$ cat config.mk
export PLATFORM = sky130hd
export DESIGN_NAME = masked_event_router
export DESIGN_NICKNAME = d
export VERILOG_FILES = /design/src/hw/rtl/mer_pkg.sv /design/src/hw/rtl/mer_ctrl.sv /design/src/hw/rtl/mer_dp.sv /design/src/hw/rtl/masked_event_router.sv
export SDC_FILE = /design/constraint.sdc
export NUM_CORES = 1
export LEC_CHECK = 0
export ABC_AREA = 1
export BUFFER_PORTS_ARGS = -buffer_cell sky130_fd_sc_hd__buf_2
export CAP_MARGIN = 15
export CORE_MARGIN = 10
export CORE_UTILIZATION = 45
export CTS_CLUSTER_DIAMETER = 40
export DETAILED_ROUTE_END_ITERATION = 8
export PLACE_DENSITY = 0.71
export REMOVE_ABC_BUFFERS = 1
export SLEW_MARGIN = 15
export SYNTH_ARGS = -nofsm -noshare
export SYNTH_HDL_FRONTEND = slang
export SYNTH_HIERARCHICAL = 1
export SYNTH_SLANG_ARGS = --single-unit
$ cat constraint.sdc
create_clock -name clk_i -period 12.1 [get_ports clk_i]
set_input_delay 0.605 -clock clk_i [delete_from_list [all_inputs] [get_ports clk_i]]
set_output_delay 0.605 -clock clk_i [all_outputs]
set_load 0.1 [all_outputs]
$ cat src/hw/rtl/mer_pkg.sv
package mer_pkg;

  localparam int WORD_BITS       = 32;
  localparam int EV_W            = 6;
  localparam int NUM_TARGETS     = 3;
  localparam int MASK_WORDS_DEF  = 2;
  localparam int IN_TDATA_W      = 48;
  localparam int OUT_TDATA_W     = 48;

  typedef enum logic [1:0] {
    OP_BUS_READ  = 2'd0,
    OP_BUS_WRITE = 2'd1,
    OP_EVENT     = 2'd2,
    OP_TICK      = 2'd3
  } op_e;

  localparam logic [2:0] SEL_TRIGGER    = 3'd0;
  localparam logic [2:0] SEL_CTRL_LO    = 3'd2;
  localparam logic [2:0] SEL_CLUSTER_LO = 3'd4;
  localparam logic [2:0] SEL_UNMAPPED   = 3'd7;

  localparam logic [3:0] ACCESS_OK_BYTES = 4'd4;
  localparam logic [5:0] MAX_SW_COUNT    = 6'd32;

  localparam logic [1:0] CFG_SW_BASE  = 2'd0;
  localparam logic [1:0] CFG_SW_COUNT = 2'd1;
  localparam logic [1:0] CFG_TICK_EV  = 2'd2;

  localparam logic KIND_BUS   = 1'b0;
  localparam logic KIND_EVENT = 1'b1;

  typedef struct packed {
    logic load;
    logic step;
    logic emit_walk;
    logic emit_resp;
  } ctrl_cmd_t;

  typedef struct packed {
    logic walk_start;
    logic walk_done;
    logic bit_hit;
    logic out_free;
  } dp_stat_t;

endpackage

$ cat src/hw/rtl/mer_ctrl.sv
module mer_ctrl import mer_pkg::*; (
  input  logic       clk_i,
  input  logic       rst_ni,
  input  logic       s_valid_i,
  input  dp_stat_t   stat_i,
  output logic       s_ready_o,
  output ctrl_cmd_t  cmd_o
);

  typedef enum logic [2:0] {
    ST_IDLE = 3'b001,
    ST_WALK = 3'b010,
    ST_RESP = 3'b100
  } state_e;

  state_e state_q, state_d;

  always_comb begin
    state_d   = state_q;
    s_ready_o = 1'b0;
    cmd_o     = '0;
    case (state_q)
      ST_IDLE: begin
        s_ready_o = 1'b1;
        if (s_valid_i) begin
          cmd_o.load = 1'b1;
          state_d    = stat_i.walk_start ? ST_WALK : ST_RESP;
        end
      end
      ST_WALK: begin
        // One trigger data bit is examined per cycle; a set bit waits for
        // room in the output register.
        if (stat_i.walk_done) begin
          state_d = ST_RESP;
        end else if (!stat_i.bit_hit) begin
          cmd_o.step = 1'b1;
        end else if (stat_i.out_free) begin
          cmd_o.step      = 1'b1;
          cmd_o.emit_walk = 1'b1;
        end
      end
      ST_RESP: begin
        if (stat_i.out_free) begin
          cmd_o.emit_resp = 1'b1;
          state_d         = ST_IDLE;
        end
      end
      default: begin
        state_d = ST_IDLE;
      end
    endcase
  end

  always_ff @(posedge clk_i or negedge rst_ni) begin
    if (!rst_ni) begin
      state_q <= ST_IDLE;
    end else begin
      state_q <= state_d;
    end
  end

endmodule

$ cat src/hw/rtl/mer_dp.sv
module mer_dp import mer_pkg::*; #(
  parameter int MASK_WORDS = MASK_WORDS_DEF
) (
  input  logic                   clk_i,
  input  logic                   rst_ni,
  input  logic                   cfg_we_i,
  input  logic [1:0]             cfg_idx_i,
  input  logic [EV_W-1:0]        cfg_wdata_i,
  input  logic [1:0]             in_op_i,
  input  logic [2:0]             in_sel_i,
  input  logic [3:0]             in_bytes_i,
  input  logic [WORD_BITS-1:0]   in_wdata_i,
  input  logic [EV_W-1:0]        in_event_i,
  input  ctrl_cmd_t              cmd_i,
  output dp_stat_t               stat_o,
  input  logic                   out_ready_i,
  output logic                   out_valid_o,
  output logic                   out_kind_o,
  output logic [EV_W-1:0]        out_event_o,
  output logic                   out_ctrl_o,
  output logic                   out_cluster_o,
  output logic                   out_periph_o,
  output logic                   out_tick_o,
  output logic [WORD_BITS-1:0]   out_rdata_o,
  output logic                   out_status_o,
  output logic                   out_last_o
);

  localparam int MaskBits = WORD_BITS * MASK_WORDS;
  localparam int BitIdxW  = $clog2(MaskBits);
  localparam logic [EV_W:0] Limit = (EV_W + 1)'(MaskBits);

  // Configuration registers.
  logic [EV_W-1:0] base_q, count_q, tick_ev_q;

  always_ff @(posedge clk_i or negedge rst_ni) begin
    if (!rst_ni) begin
      base_q    <= '0;
      count_q   <= '0;
      tick_ev_q <= '0;
    end else if (cfg_we_i) begin
      case (cfg_idx_i)
        CFG_SW_BASE:  base_q    <= cfg_wdata_i;
        CFG_SW_COUNT: count_q   <= cfg_wdata_i;
        CFG_TICK_EV:  tick_ev_q <= cfg_wdata_i;
        default: ;
      endcase
    end
  end

  // Latched item.
  logic [1:0]           op_q;
  logic [2:0]           sel_q;
  logic [3:0]           bytes_q;
  logic [WORD_BITS-1:0] wdata_q;
  logic [EV_W-1:0]      event_q;
  logic [EV_W-1:0]      idx_q;

  always_ff @(posedge clk_i) begin
    if (cmd_i.load) begin
      op_q    <= in_op_i;
      sel_q   <= in_sel_i;
      bytes_q <= in_bytes_i;
      wdata_q <= in_wdata_i;
      event_q <= in_event_i;
    end
  end

  always_ff @(posedge clk_i or negedge rst_ni) begin
    if (!rst_ni) begin
      idx_q <= '0;
    end else if (cmd_i.load) begin
      idx_q <= '0;
    end else if (cmd_i.step) begin
      idx_q <= idx_q + 1'b1;
    end
  end

  // Trigger walk.
  logic [EV_W-1:0] count_eff;
  logic [EV_W:0]   walk_ev;
  logic            walk_done;

  assign count_eff = (count_q > MAX_SW_COUNT) ? MAX_SW_COUNT : count_q;
  assign walk_done = (idx_q >= count_eff);
  assign walk_ev   = {1'b0, base_q} + {1'b0, idx_q};

  assign stat_o.walk_start = (in_op_i == OP_BUS_WRITE) && (in_sel_i == SEL_TRIGGER)
                             && (in_bytes_i == ACCESS_OK_BYTES);
  assign stat_o.walk_done  = walk_done;
  assign stat_o.bit_hit    = wdata_q[idx_q[4:0]] && (walk_ev < Limit);
  assign stat_o.out_free   = !out_valid_o || out_ready_i;

  // Bus access decode.
  logic       hi_sel;
  logic [1:0] tgt;
  logic       acc_ok;
  logic       is_read, wr_access, is_bus;

  assign hi_sel    = sel_q[0];
  assign tgt       = (sel_q <= SEL_CTRL_LO) ? 2'd0 : ((sel_q <= SEL_CLUSTER_LO) ? 2'd1 : 2'd2);
  assign is_read   = (op_q == OP_BUS_READ);
  assign wr_access = (op_q == OP_BUS_WRITE);
  assign is_bus    = is_read || wr_access;
  assign acc_ok    = (bytes_q == ACCESS_OK_BYTES) && (sel_q != SEL_UNMAPPED)
                     && !((sel_q == SEL_TRIGGER) && is_read)
                     && !((sel_q != SEL_TRIGGER) && hi_sel && (MASK_WORDS < 2));

  logic mask_wr;
  assign mask_wr = cmd_i.emit_resp && wr_access && acc_ok && (sel_q != SEL_TRIGGER);

  // Mask storage, one word per 32-bit half; a set bit blocks the event.
  logic [MASK_WORDS-1:0][WORD_BITS-1:0] mask_q [NUM_TARGETS];

  always_ff @(posedge clk_i or negedge rst_ni) begin
    if (!rst_ni) begin
      for (int t = 0; t < NUM_TARGETS; t++) begin
        mask_q[t] <= '1;
      end
    end else if (mask_wr) begin
      for (int t = 0; t < NUM_TARGETS; t++) begin
        for (int w = 0; w < MASK_WORDS; w++) begin
          if ((tgt == 2'(t)) && (hi_sel == (w != 0))) begin
            mask_q[t][w] <= wdata_q;
          end
        end
      end
    end
  end

  logic [WORD_BITS-1:0] rd_word;

  always_comb begin
    rd_word = '0;
    for (int t = 0; t < NUM_TARGETS; t++) begin
      for (int w = 0; w < MASK_WORDS; w++) begin
        if ((tgt == 2'(t)) && (hi_sel == (w != 0))) begin
          rd_word = mask_q[t][w];
        end
      end
    end
  end

  // Routing lookup for the event currently being delivered.
  logic [EV_W-1:0]        route_ev;
  logic                   route_in_range;
  logic [NUM_TARGETS-1:0] route_hit;
  logic [MaskBits-1:0]    flat_mask [NUM_TARGETS];

  assign route_ev = cmd_i.emit_walk ? walk_ev[EV_W-1:0]
                  : ((op_q == OP_TICK) ? tick_ev_q : event_q);
  assign route_in_range = ({1'b0, route_ev} < Limit);

  always_comb begin
    for (int t = 0; t < NUM_TARGETS; t++) begin
      flat_mask[t] = mask_q[t];
      route_hit[t] = route_in_range && !flat_mask[t][route_ev[BitIdxW-1:0]];
    end
  end

  // Output register.
  logic                 valid_q;
  logic                 kind_q, ctrl_q, cluster_q, periph_q, tick_q, status_q, last_q;
  logic [EV_W-1:0]      ev_q;
  logic [WORD_BITS-1:0] rdata_q;
  logic                 emit, resp_is_bus;

  assign emit        = cmd_i.emit_walk || cmd_i.emit_resp;
  assign resp_is_bus = cmd_i.emit_resp && is_bus;

  always_ff @(posedge clk_i or negedge rst_ni) begin
    if (!rst_ni) begin
      valid_q <= 1'b0;
    end else if (emit) begin
      valid_q <= 1'b1;
    end else if (out_ready_i) begin
      valid_q <= 1'b0;
    end
  end

  always_ff @(posedge clk_i) begin
    if (emit) begin
      if (resp_is_bus) begin
        kind_q    <= KIND_BUS;
        ev_q      <= '0;
        ctrl_q    <= 1'b0;
        cluster_q <= 1'b0;
        periph_q  <= 1'b0;
        tick_q    <= 1'b0;
        rdata_q   <= (is_read && acc_ok) ? rd_word : '0;
        status_q  <= !acc_ok;
      end else begin
        kind_q    <= KIND_EVENT;
        ev_q      <= route_ev;
        ctrl_q    <= route_hit[0];
        cluster_q <= route_hit[1];
        periph_q  <= route_hit[2];
        tick_q    <= cmd_i.emit_resp && (op_q == OP_TICK);
        rdata_q   <= '0;
        status_q  <= 1'b0;
      end
      last_q <= cmd_i.emit_resp;
    end
  end

  assign out_valid_o   = valid_q;
  assign out_kind_o    = kind_q;
  assign out_event_o   = ev_q;
  assign out_ctrl_o    = ctrl_q;
  assign out_cluster_o = cluster_q;
  assign out_periph_o  = periph_q;
  assign out_tick_o    = tick_q;
  assign out_rdata_o   = rdata_q;
  assign out_status_o  = status_q;
  assign out_last_o    = last_q;

endmodule

$ cat src/hw/rtl/masked_event_router.sv
// An accepted item is latched, then passes through the walk state (trigger writes only) and the response state.
// No new item is taken until the response state has registered the item's last result.
// A trigger write examines one data bit per walk cycle; a set bit waits for room in the output register.
// Output stalls hold the walk and the response; the next item is taken while the last result waits.
// Reset: all masks to all ones, configuration registers to zero, output register empty.
module masked_event_router import mer_pkg::*; #(
  parameter int MASK_WORDS = MASK_WORDS_DEF
) (
  input  logic                   clk_i,
  input  logic                   rst_ni,
  input  logic                   cfg_we_i,
  input  logic [1:0]             cfg_idx_i,
  input  logic [EV_W-1:0]        cfg_wdata_i,
  input  logic                   s_axis_tvalid_i,
  output logic                   s_axis_tready_o,
  // reg_sel[2:0], access_bytes[6:3], write_data[38:7], event_num[44:39], zero fill
  input  logic [IN_TDATA_W-1:0]  s_axis_tdata_i,
  // op[1:0]
  input  logic [1:0]             s_axis_tuser_i,
  output logic                   m_axis_tvalid_o,
  input  logic                   m_axis_tready_i,
  // out_event[5:0], to_controller[6], to_cluster[7], to_periph[8], tick_pulse[9],
  // read_data[41:10], status[42], zero fill
  output logic [OUT_TDATA_W-1:0] m_axis_tdata_o,
  // kind[0]
  output logic                   m_axis_tuser_o,
  output logic                   m_axis_tlast_o
);

  ctrl_cmd_t cmd;
  dp_stat_t  stat;

  logic                 out_ctrl, out_cluster, out_periph, out_tick, out_status;
  logic [EV_W-1:0]      out_event;
  logic [WORD_BITS-1:0] out_rdata;

  mer_ctrl u_ctrl (
    .clk_i     (clk_i),
    .rst_ni    (rst_ni),
    .s_valid_i (s_axis_tvalid_i),
    .stat_i    (stat),
    .s_ready_o (s_axis_tready_o),
    .cmd_o     (cmd)
  );

  mer_dp #(
    .MASK_WORDS (MASK_WORDS)
  ) u_dp (
    .clk_i         (clk_i),
    .rst_ni        (rst_ni),
    .cfg_we_i      (cfg_we_i),
    .cfg_idx_i     (cfg_idx_i),
    .cfg_wdata_i   (cfg_wdata_i),
    .in_op_i       (s_axis_tuser_i),
    .in_sel_i      (s_axis_tdata_i[2:0]),
    .in_bytes_i    (s_axis_tdata_i[6:3]),
    .in_wdata_i    (s_axis_tdata_i[38:7]),
    .in_event_i    (s_axis_tdata_i[44:39]),
    .cmd_i         (cmd),
    .stat_o        (stat),
    .out_ready_i   (m_axis_tready_i),
    .out_valid_o   (m_axis_tvalid_o),
    .out_kind_o    (m_axis_tuser_o),
    .out_event_o   (out_event),
    .out_ctrl_o    (out_ctrl),
    .out_cluster_o (out_cluster),
    .out_periph_o  (out_periph),
    .out_tick_o    (out_tick),
    .out_rdata_o   (out_rdata),
    .out_status_o  (out_status),
    .out_last_o    (m_axis_tlast_o)
  );

  assign m_axis_tdata_o = {5'b0, out_status, out_rdata, out_tick, out_periph, out_cluster,
                           out_ctrl, out_event};

endmodule

==> results.json, run 1 <==
{
  "wirelength_mm": 47.33,
  "fin_crit_ps": 6316,
  "ys_seq_area_frac": 0.5377,
  "synth_fa_ha_area_frac": 0.01154,
  "synth-warning-count": 6,
  "min_path_type": "input port to asynchronous set/reset pin",
  "antennaDiodeCount": 0,
  "avgSynthCellArea_um2": 8.365,
  "synthXorXnorAreaFrac": 0.001107,
  "leakage_nw": 8.867,
  "netlist_area_mm2": 0.01583,
  "yosys.cell_types.count": 45,
  "slew_headroom": 0.2373,
  "cts_hold_buffers": 0,
  "cp.required_ps": 12390,
  "grt_pass1_vias": 13461,
  "r2r_slack_ps": 5780,
  "ant_nets": 0,
  "timing.hold.ws_ps": 116.7,
  "grt_max_degree": 85,
  "max_freq_mhz": 158.3,
  "end_kind": "flip-flop",
  "final_cells": 2446,
  "syn_inst": 1892,
  "powerDensity_mw_per_mm2": 201.1,
  "die_w_um": 207.5,
  "drtIter0Drc": 1582,
  "cts.root.buffer_cell": "clkbuf_16",
  "finish.utilization": 0.5277,
  "viasPerCell": 5.668,
  "clock_path_buffers": 3,
  "ctsResizeCount": 0,
  "hold_viol": 0,
  "fp.dieH_um": 207.5,
  "crit_fanout": 72,
  "cts_inserted_buffers": 47,
  "worstPathArrival_ps": 6600,
  "post_cts_buffers": 0,
  "vias": 13863,
  "area_growth_pct": 15.46,
  "skew_ps": 13.05,
  "tritoncts": "yes",
  "rsz0062_at_grt": "no",
  "setup_viol": 0,
  "io_pins": 115,
  "drc": 0,
  "track_usage": 0.2120,
  "fin_tns_setup_ps": 0,
  "path_clk_slew_ps": 60,
  "total_power_mw": 3.674,
  "worst_pin_slew_ps": 1137,
  "placedInstanceArea_mm2": 0.01663,
  "grt-ovfl-total": 0,
  "n_fill_cell": 3106,
  "synth_seq_cells": 312,
  "htreeDepth": 2,
  "insertion_delay_ps": 560,
  "crit_type": "flip-flop to flip-flop",
  "ir_drop_v": 0.0001540,
  "synth_top_family_by_area": "simple AND/OR/NAND/NOR gates",
  "setup_ws_ps": 5784,
  "synth_compound_area_frac": 0.1400,
  "wire_per_inst_um": 19.35,
  "tritoncts_num_sinks": 312,
  "rows": 68,
  "dp_hpwl_mm": 29.64,
  "dieArea_mm2": 0.04307,
  "cap_violations": 0,
  "initial_utilization": 0.4570,
  "muxShareOfSynthArea": 0,
  "worstSetupStartpointType": "flip-flop",
  "nets": 2030,
  "final_layout_size_suffix_gt1_frac": 0.2220,
  "core_mm2": 0.03463,
  "io_buffers": 106,
  "drtPass1Iterations": 6,
  "fin_area_mm2": 0.01827,
  "status": "completed",
  "fin_crit_sh": 0.5220,
  "grt_pass1_wl_mm": 74.98,
  "pre_cts_ws_ps": 5943,
  "antenna_found_initial": 0,
  "placed_cells": 2359,
  "yosys.area_share.simple": 0.2230,
  "slew_viol_final": 0,
  "place_congestion": 0.9139
}
-- critical path, cell delays in order (launching register included) --
cell and delay [ps]:
dfrtp_1 370, inv_1 270, buf_4 270, ha_1 250, inv_1 50, a21boi_0 60
o21a_1 170, o21a_1 160, o21a_1 160, o21ai_0 190, nand2_1 120, clkinv_1 70
nand4_2 170, nor2_1 550, inv_1 300, or2_2 590, nand2_2 510, buf_4 760
nand2_1 120, nand3_1 140, nand3_1 130, nand3_1 180, nand3_1 160, nand3_1 140
a21oi_1 110
-- layout make-up --
cell class	instances	area, um2	share of cell area
Tap cell	455	569.3	0.03116
Multi-Input combinational cell	1249	6028	0.3299
Sequential cell	312	8509	0.4657
Clock inverter	30	314.1	0.01719
Timing Repair Buffer	131	726.9	0.03978
Inverter	212	795.8	0.04355
Clock buffer	57	1329	0.07272
-- worst paths after layout --
| path | from | endpoint | depth (start not counted) |
|---|---|---|---|
| max | u_dp/idx_q[0] | u_dp/out_periph_o | 24 |
| min | rst_ni | u_ctrl/state_q[2] | 1 |
| max reg2reg | u_dp/idx_q[0] | u_dp/out_periph_o | 24 |
| min reg2reg | u_dp/flat_mask[76] | u_dp/flat_mask[76] | 2 |
| max in group asynchronous | rst_ni | u_dp/flat_mask[32] | 2 |
| min in group clk_i | s_axis_tdata_i[20] | u_dp/wdata_q[13] | 1 |
-- kinds of logic (layout without fill, tap and decap cells) --
kind of cell / after synthesis / count (layout)
buf+inv: 335 / 430
fa+ha+maj: 14 / 14
other cells: 1 / 5
flops: 312 / 312
xor+xnor: 2 / 2
simple gates: 833 / 833
compound gates: 395 / 395
-- report_power, final --
group / switching (mW) / internal, mW / total, mW / leakage, nW
clock: 0.530 / 0.865 / 1.39 / 0.809
sequential: 0.0918 / 1.25 / 1.34 / 3.22
combinational: 0.735 / 0.208 / 0.943 / 4.83
-- per-layer routing --
metal	up-vias	global-route usage	share of wire
li1	6430	-	-
met1	6605	0.2806	0.42
met2	717	0.3339	0.46
met3	111	0.04287	0.087
met4	0	0.08329	0.033
met5	-	0	0
-- cells in the final DEF (no fill, tap or decap), types with 3 or more instances in the layout --
cell type and n:
clkbuf_8 4, ha_1 13, o211ai_1 16, nor2_4 7, o21a_1 3, nand2_1 506
clkbuf_1 3, edfxtp_1 92, inv_8 3, nand3_1 225, clkinv_4 7, dfstp_2 193
clkbuf_16 51, conb_1 5, inv_1 203, buf_2 105, nand2_2 3, dfrtp_1 27
a221oi_1 30, nand3_2 3, nand4_1 4, inv_6 10, inv_2 7, o22ai_1 38
bufinv_16 3, a21oi_1 13, or2_2 3, clkinv_2 4, o21ai_0 266, nor2_1 67
o21ai_1 22, buf_4 25, nor2_2 3
-- sequential cells by signal, summed over array words and instances (netlist names), 4 cells and up --
name              count
u_dp/base_q           6
u_dp/bytes_q          4
u_dp/count_q          6
u_dp/event_q          6
u_dp/flat_mask      192
u_dp/idx_q            6
u_dp/out_event_o      6
u_dp/out_rdata_o     32
u_dp/tick_ev_q        6
u_dp/wdata_q         32
-- synthesized netlist by cell type, drive strengths merged --
cell type / count / area [um2]
buf: 55 / 316.6
o2111ai: 1 / 15.01
clkbuf: 68 / 255.2
conb: 1 / 3.750
nand2: 510 / 1917
or2: 3 / 18.77
o221ai: 2 / 17.52
dfstp: 193 / 5071
nor3: 2 / 15.01
a221oi: 30 / 262.8
a21oi: 13 / 65.06
nor4b: 1 / 8.760
xnor2: 2 / 17.52
fa: 1 / 20.02
nor2: 77 / 309.0
dfrtp: 27 / 675.7
and3: 1 / 6.260
inv: 211 / 792.0
o22ai: 38 / 237.7
nand3: 228 / 1156
o21a: 3 / 22.52
o211ai: 16 / 120.1
ha: 13 / 162.7
or4: 1 / 7.510
a41oi: 1 / 8.760
edfxtp: 92 / 2763
clkinv: 1 / 3.750
nand3b: 1 / 7.510
a21boi: 1 / 7.510
o21ai: 290 / 1459
nand4: 5 / 37.53
nor4: 4 / 46.29
No activity file was read; power rests on OpenSTA's default activity.
==> run 2, diff against run 1 <==
- ABC_AREA: 1 -> 0
- PLACE_DENSITY: 0.71 -> 0.74
- clock period: 12.1 -> 5.63 ns (I/O delays scaled with it)
==> run 2 against run 1 <==
  * Combinational power fell by 17%
  * Count of clock-buffer cells in the layout fell by 9
  * Wire length fell by 3.9%
  * Via count fell by 14%
  * Synthesized cell count fell by 30%
  * Total power rose by 59%
  * Clock skew rose by 13 ps
  * Maximum frequency rose by 20%
  * Non-clock buffer count rose by 57
  * Register-to-register slack got worse by 5400 ps
  * Clock power rose by 82%
  * Critical path type unchanged
  * Critical endpoint unchanged
  * Largest cell class unchanged
  * Highest routed layer unchanged
==> results.json, run 2 <==
{
  "insertion_delay_ps": 540,
  "ant_nets": 0,
  "nets": 1531,
  "htreeDepth": 2,
  "dp_hpwl_mm": 28.46,
  "vias": 11925,
  "grt-ovfl-total": 0,
  "grt_max_degree": 92,
  "final_common_cell": "mux2_2",
  "wire_per_inst_um": 23.44,
  "io_pins": 115,
  "swShare": 0.2847,
  "rows": 68,
  "synth-warning-count": 6,
  "fin_tns_setup_ps": 0,
  "final_layout_size_suffix_gt1_frac": 0.4253,
  "largest_register_ffs": 192,
  "fin_crit_ps": 5269,
  "yosysMostFrequentCell": "mux2_2",
  "cp.required_ps": 5850,
  "grt_pass1_vias": 12244,
  "synth_seq_cells": 312,
  "avgSynthCellArea_um2": 11.93,
  "setup_ws_ps": 361.2,
  "drtIter0Drc": 1139,
  "slowest_stage": "o31ai_4",
  "crit_chain": "buf_4 -> mux4_2 -> mux4_2 -> mux2i_1 -> a211oi_1 -> and3_1 -> o31ai_4 -> buf_12 -> nand2_1 -> a221oi_1 -> nor4_1 -> nor4_1 -> o22ai_1",
  "leakage_nw": 7.417,
  "clkPwrFrac": 0.434,
  "core_mm2": 0.03471,
  "cp.buffers_inverters": 2,
  "antenna_found_initial": 0,
  "p_int_mw": 4.172,
  "initial_utilization": 0.4578,
  "antennaDiodeCount": 0,
  "slowest_delay_ps": 740,
  "track_usage": 0.2020,
  "tritoncts_num_sinks": 312,
  "crit_fanout": 50,
  "drtPass1Iterations": 6,
  "path_clk_slew_ps": 60,
  "tritoncts": "yes",
  "viasPerCell": 6.144,
  "ir_drop_v": 0.0002158,
  "placedInstanceArea_mm2": 0.01676,
  "pwr-share-seq": 0.431,
  "pre_cts_ws_ps": 639.1,
  "hold_viol": 0,
  "die_w_um": 207.9,
  "clock_path_buffers": 3,
  "synth_top_area_cell": "dfstp_2",
  "yosys.cell_types.count": 67,
  "worstPathArrival_ps": 5490,
  "fp.dieH_um": 207.9,
  "powerDensity_mw_per_mm2": 313.9,
  "place_congestion": 1.034,
  "slew_viol_final": 0,
  "dieArea_mm2": 0.04323,
  "drc": 0,
  "ys_seq_area_frac": 0.5354,
  "synth-edff-count": 92,
  "final_cell_mix": "199 x mux2_2, 193 x dfstp_2, 136 x a21oi_1",
  "grt_pass1_wl_mm": 70.52,
  "skew_ps": 25.97,
  "max_freq_mhz": 189.8,
  "netlist.area_leader.share": 0.3191,
  "setup_viol": 0,
  "wirelength_mm": 45.49,
  "netlist_area_mm2": 0.01589,
  "ys_async_sr_fraction": 0.7051,
  "crit_family": "compound AO/OA/AOI/OAI gates",
  "finish.utilization": 0.5354,
  "fin_crit_sh": 0.9358,
  "syn_inst": 1332,
  "ys_top_cells_by_area": "dfstp_2 32%, edfxtp_1 17%, mux2_2 14%, a21oi_1 4.3%, dfrtp_1 4.3%",
  "area_growth_pct": 16.93,
  "cts.root.buffer_cell": "clkbuf_16",
  "pwr-share-comb": 0.135,
  "min_path_type": "input port to flip-flop",
  "end_kind": "flip-flop",
  "fin_area_mm2": 0.01858,
  "status": "completed",
  "worstSetupStartpointType": "flip-flop",
  "crit_type": "flip-flop to flip-flop",
  "slew_headroom": 0.3222,
  "power.switching_mw": 1.660,
  "cap_violations": 0,
  "worst_pin_slew_ps": 1015,
  "total_power_mw": 5.833,
  "cts_inserted_buffers": 42,
  "io_buffers": 106,
  "rsz0062_at_grt": "no",
  "synthTopCellsByCount": "199 x mux2_2, 193 x dfstp_2, 136 x a21oi_1, 113 x nand2_1, 92 x edfxtp_1",
  "synthFlopType": "dfstp_2"
}
## run 2: logic make-up after synthesis
group	synth area share
AO/OA/AOI/OAI	0.1446
AND/OR/NAND/NOR	0.07700
flip-flops	0.5354
XOR/XNOR	0.004409
adder cells (fa/ha/maj)	0.01149
other	0.0002360
buffers and inverters	0.04047
multiplexers	0.1863
## run 2: area by class of cell
cell class                      instances  area [um2]
Multi-Input combinational cell        899        6784
Timing Repair Buffer                  188        1338
Inverter                               11       41.29
Fill cell                            2940       16130
Sequential cell                       312        8511
Clock buffer                           48        1115
Clock inverter                         28       226.5
Tap cell                              455       569.3
## run 2: worst paths after layout
kind,start,end,slack [ps],depth (start not counted)
hold reg to reg,u_dp/count_q[0],u_dp/count_q[0],500,1
hold / removal,cfg_wdata_i[0],u_dp/tick_ev_q[0],20,2
setup reg to reg,u_dp/idx_q[0],u_dp/out_periph_o,360,13
setup / recovery,u_dp/idx_q[0],u_dp/out_periph_o,360,13
max in group asynchronous,rst_ni,u_dp/idx_q[1],3740,3
min in group asynchronous,rst_ni,u_dp/tick_ev_q[3],390,2
## run 2: routing by layer
layer / global-route usage / wire (um) / vias to the layer above
li1: - / - / 5241
met1: 0.2581 / 18750 / 5965
met2: 0.3203 / 21040 / 616
met3: 0.05482 / 4201 / 103
met4: 0.07771 / 1504 / 0
met5: 0 / 0 / -
## run 2: timing repair
item / 4_1_cts / 5_1_grt
endpoints found under the hold margin: 73 / 0
buffers inserted: 0 / 0
endpoints found under the setup margin: 0 / 1
resized for setup: 0 / 1
hold buffers: 48 / 0
## run 2: through the flow
step / hold slack [ps] / instances
floorplan: -14.09 / 1222
global placement: 404.2 / 1817
detailed placement: 401.8 / 1817
CTS: 7.712 / 1941
global route: 23.28 / 1941
finish: 22.45 / 1941
## run 2: power groups by stage
stage | registers, mW | clock network (mW) | logic (mW)
global placement | 2.55 | 0 | 0.729
global route | 2.52 | 2.67 | 0.839
finish | 2.52 | 2.53 | 0.786
floorplan | 2.60 | 0 | 0.393
detailed placement | 2.55 | 0 | 0.740
CTS | 2.51 | 2.57 | 0.771
==> run 3, diff against run 2 <==
- CTS_CLUSTER_DIAMETER: 40 -> 80
- REMOVE_ABC_BUFFERS: 1 -> unset
- SYNTH_HIERARCHICAL: 1 -> unset
==> run 3 against run 2 <==
  * Combinational power up 130%
  * Register-to-register slack improved by 260 ps
  * Total power is 20% higher
  * Clock power fell by 6%
  * Maximum frequency increased by 5.2%
  * Flip-flop and latch count unchanged
  * Sequential power increased by 13%
  * Critical path depth shrank 2
  * Highest routed layer unchanged
  * Worst setup slack better by 260 ps
  * Die area is essentially flat
  * Count of clock-buffer cells in the layout unchanged
  * Wire length rose by 0.73%
==> results.json, run 3 <==
{
  "grt-ovfl-total": 0,
  "rsz0062_at_grt": "no",
  "ant_nets": 0,
  "synthTopCellsByCount": "226 x mux2_2, 193 x dfstp_2, 105 x nand2_1, 92 x edfxtp_1, 79 x o21ai_0",
  "wire_per_inst_um": 24.32,
  "final_layout_size_suffix_gt1_frac": 0.4815,
  "synthFlopType": "dfstp_2",
  "tritoncts": "yes",
  "pwr-share-comb": 0.255,
  "insertion_delay_ps": 530,
  "ys_async_sr_fraction": 0.7051,
  "fin_crit_ps": 5008,
  "ctsResizeCount": 0,
  "initial_utilization": 0.4576,
  "placed_cells": 1770,
  "n_fill_cell": 2970,
  "final_cell_mix": "226 x mux2_2, 193 x dfstp_2, 105 x buf_2",
  "dp_hpwl_mm": 30.68,
  "cap_violations": 0,
  "fp.dieH_um": 207.9,
  "finish.utilization": 0.5328,
  "wl_met2_mm": 21.44,
  "path_clk_slew_ps": 60,
  "netlist.area_leader.share": 0.3192,
  "tritoncts_num_sinks": 312,
  "vias": 11554,
  "viasPerCell": 6.133,
  "io_pins": 115,
  "cts.root.buffer_cell": "clkbuf_16",
  "final_common_cell": "mux2_2",
  "largest_register_ffs": 192,
  "die_w_um": 207.9,
  "ys_seq_area_frac": 0.5357,
  "synth-warning-count": 0,
  "drtPass1Iterations": 7,
  "end_kind": "flip-flop",
  "clkPwrFrac": 0.338,
  "wirelength_mm": 45.83,
  "synth_top_area_cell": "dfstp_2",
  "p_int_mw": 4.516,
  "cp.required_ps": 5960,
  "avgSynthCellArea_um2": 12.59,
  "synth_seq_cells": 312,
  "fin_tns_setup_ps": 0,
  "grt_pass1_vias": 11872,
  "area_growth_pct": 16.43,
  "drc": 0,
  "htreeDepth": 2,
  "min_path_type": "input port to flip-flop",
  "pre_cts_ws_ps": 891.9,
  "worst_pin_slew_ps": 1030,
  "io_buffers": 106,
  "core_mm2": 0.03471,
  "powerDensity_mw_per_mm2": 378.3,
  "antenna_found_initial": 0,
  "syn_inst": 1262,
  "power.switching_mw": 2.482,
  "slew_viol_final": 0,
  "dieArea_mm2": 0.04322,
  "swShare": 0.3547,
  "hold_viol": 0,
  "setup_ws_ps": 621.8,
  "yosys.cell_types.count": 82,
  "highest_layer": "met4",
  "rows": 68,
  "wl_met1_mm": 19.19,
  "antennaDiodeCount": 0,
  "final_cells": 1884,
  "drtIter0Drc": 1082,
  "crit_fanout": 23,
  "grt_max_degree": 103,
  "worstPathArrival_ps": 5340,
  "track_usage": 0.2045,
  "max_freq_mhz": 199.7,
  "grt_pass1_wl_mm": 71.08,
  "synth-edff-count": 92,
  "slew_headroom": 0.3122,
  "yosysMostFrequentCell": "mux2_2",
  "clock_path_buffers": 3,
  "total_power_mw": 6.998,
  "setup_viol": 0,
  "worstSetupStartpointType": "flip-flop",
  "ir_drop_v": 0.0002563,
  "place_congestion": 0.9534,
  "netlist_area_mm2": 0.01589,
  "crit_type": "flip-flop to flip-flop",
  "skew_ps": 24.94,
  "cts_inserted_buffers": 36,
  "fin_crit_sh": 0.8896,
  "pwr-share-seq": 0.407,
  "ys_top_cells_by_area": "dfstp_2 32%, edfxtp_1 17%, mux2_2 16%, dfrtp_1 4.3%, mux4_2 3.0%",
  "status": "completed",
  "nets": 1478,
  "wl_met3_mm": 3.504,
  "leakage_nw": 7.082
}
[run 3: through the flow]
stage / hold slack [ps] / area (um2)
after floorplan: -14.09 / 15900
after global placement: 410.8 / 16810
after detailed placement: 417.4 / 16810
after CTS: 22.76 / 18500
after global routing: 32.20 / 18500
final: 28.30 / 18500
[run 3: logic make-up after synthesis]
family | Yosys count | share of synthesized area
buf+inv | 98 | 0.03032
compound gates | 283 | 0.1174
xor+xnor | 8 | 0.004411
simple gates | 257 | 0.07932
flops | 312 | 0.5357
mux | 289 | 0.2212
other cells | 1 | 0.0002361
fa+ha+maj | 14 | 0.01150
[run 3: final timing paths]
| path | startpoint | endpoint | slack [ps] | cells after the start |
|---|---|---|---|---|
| worst max register to register | u_dp.idx_q[2] | u_dp.out_periph_o | 620 | 11 |
| worst max-delay path | u_dp.idx_q[2] | u_dp.out_periph_o | 620 | 11 |
| max in group asynchronous | rst_ni | u_dp.idx_q[4] | 3740 | 3 |
| worst min-delay path | cfg_wdata_i[1] | u_dp.base_q[1] | 30 | 3 |
| min in group asynchronous | rst_ni | u_dp.out_valid_o | 380 | 2 |
| worst min register to register | u_dp.tick_ev_q[5] | u_dp.tick_ev_q[5] | 500 | 1 |
[run 3: routing by layer]
layer / global-route usage / up-vias
met5: 0 / -
met4: 0.07821 / 0
met3: 0.04016 / 105
met2: 0.3261 / 508
met1: 0.2693 / 5907
li1: - / 5034
[run 3: critical path, cell delays in order, from the launching register on]
cell and delay [ps]:
dfrtp_1 720, ha_1 370, nor2b_1 140, o21ai_0 230
a21boi_0 200, o21ai_0 580, nand3_2 630, mux2_2 670
nor2_1 530, a222oi_1 190, nor4b_2 220, o311ai_1 310
[run 3: repair_timing]
action	CTS	global route
hold buffers	48	0
endpoints found under the hold margin	68	0
buffers inserted	0	0
[run 3: layout make-up]
cell class | instances | area (um2) | area share
flip-flops and latches | 312 | 8509 | 0.4601
multi-input cells | 856 | 6930 | 0.3747
repair buffers | 180 | 1227 | 0.06636
clock buffers | 48 | 1007 | 0.05446
well taps | 455 | 569.3 | 0.03078
clock inverters | 18 | 195.2 | 0.01055
inverters | 15 | 56.30 | 0.003044
[run 3: power groups by stage]
| stage | Sequential (mW) | Combinational, mW | Clock (mW) |
|---|---|---|---|
| after floorplan | 3.22 | 0.884 | 0 |
| after global placement | 2.86 | 1.72 | 0 |
| after detailed placement | 2.87 | 1.74 | 0 |
| after CTS | 2.84 | 1.78 | 2.40 |
| after global routing | 2.87 | 1.88 | 2.49 |
| final | 2.85 | 1.78 | 2.37 |
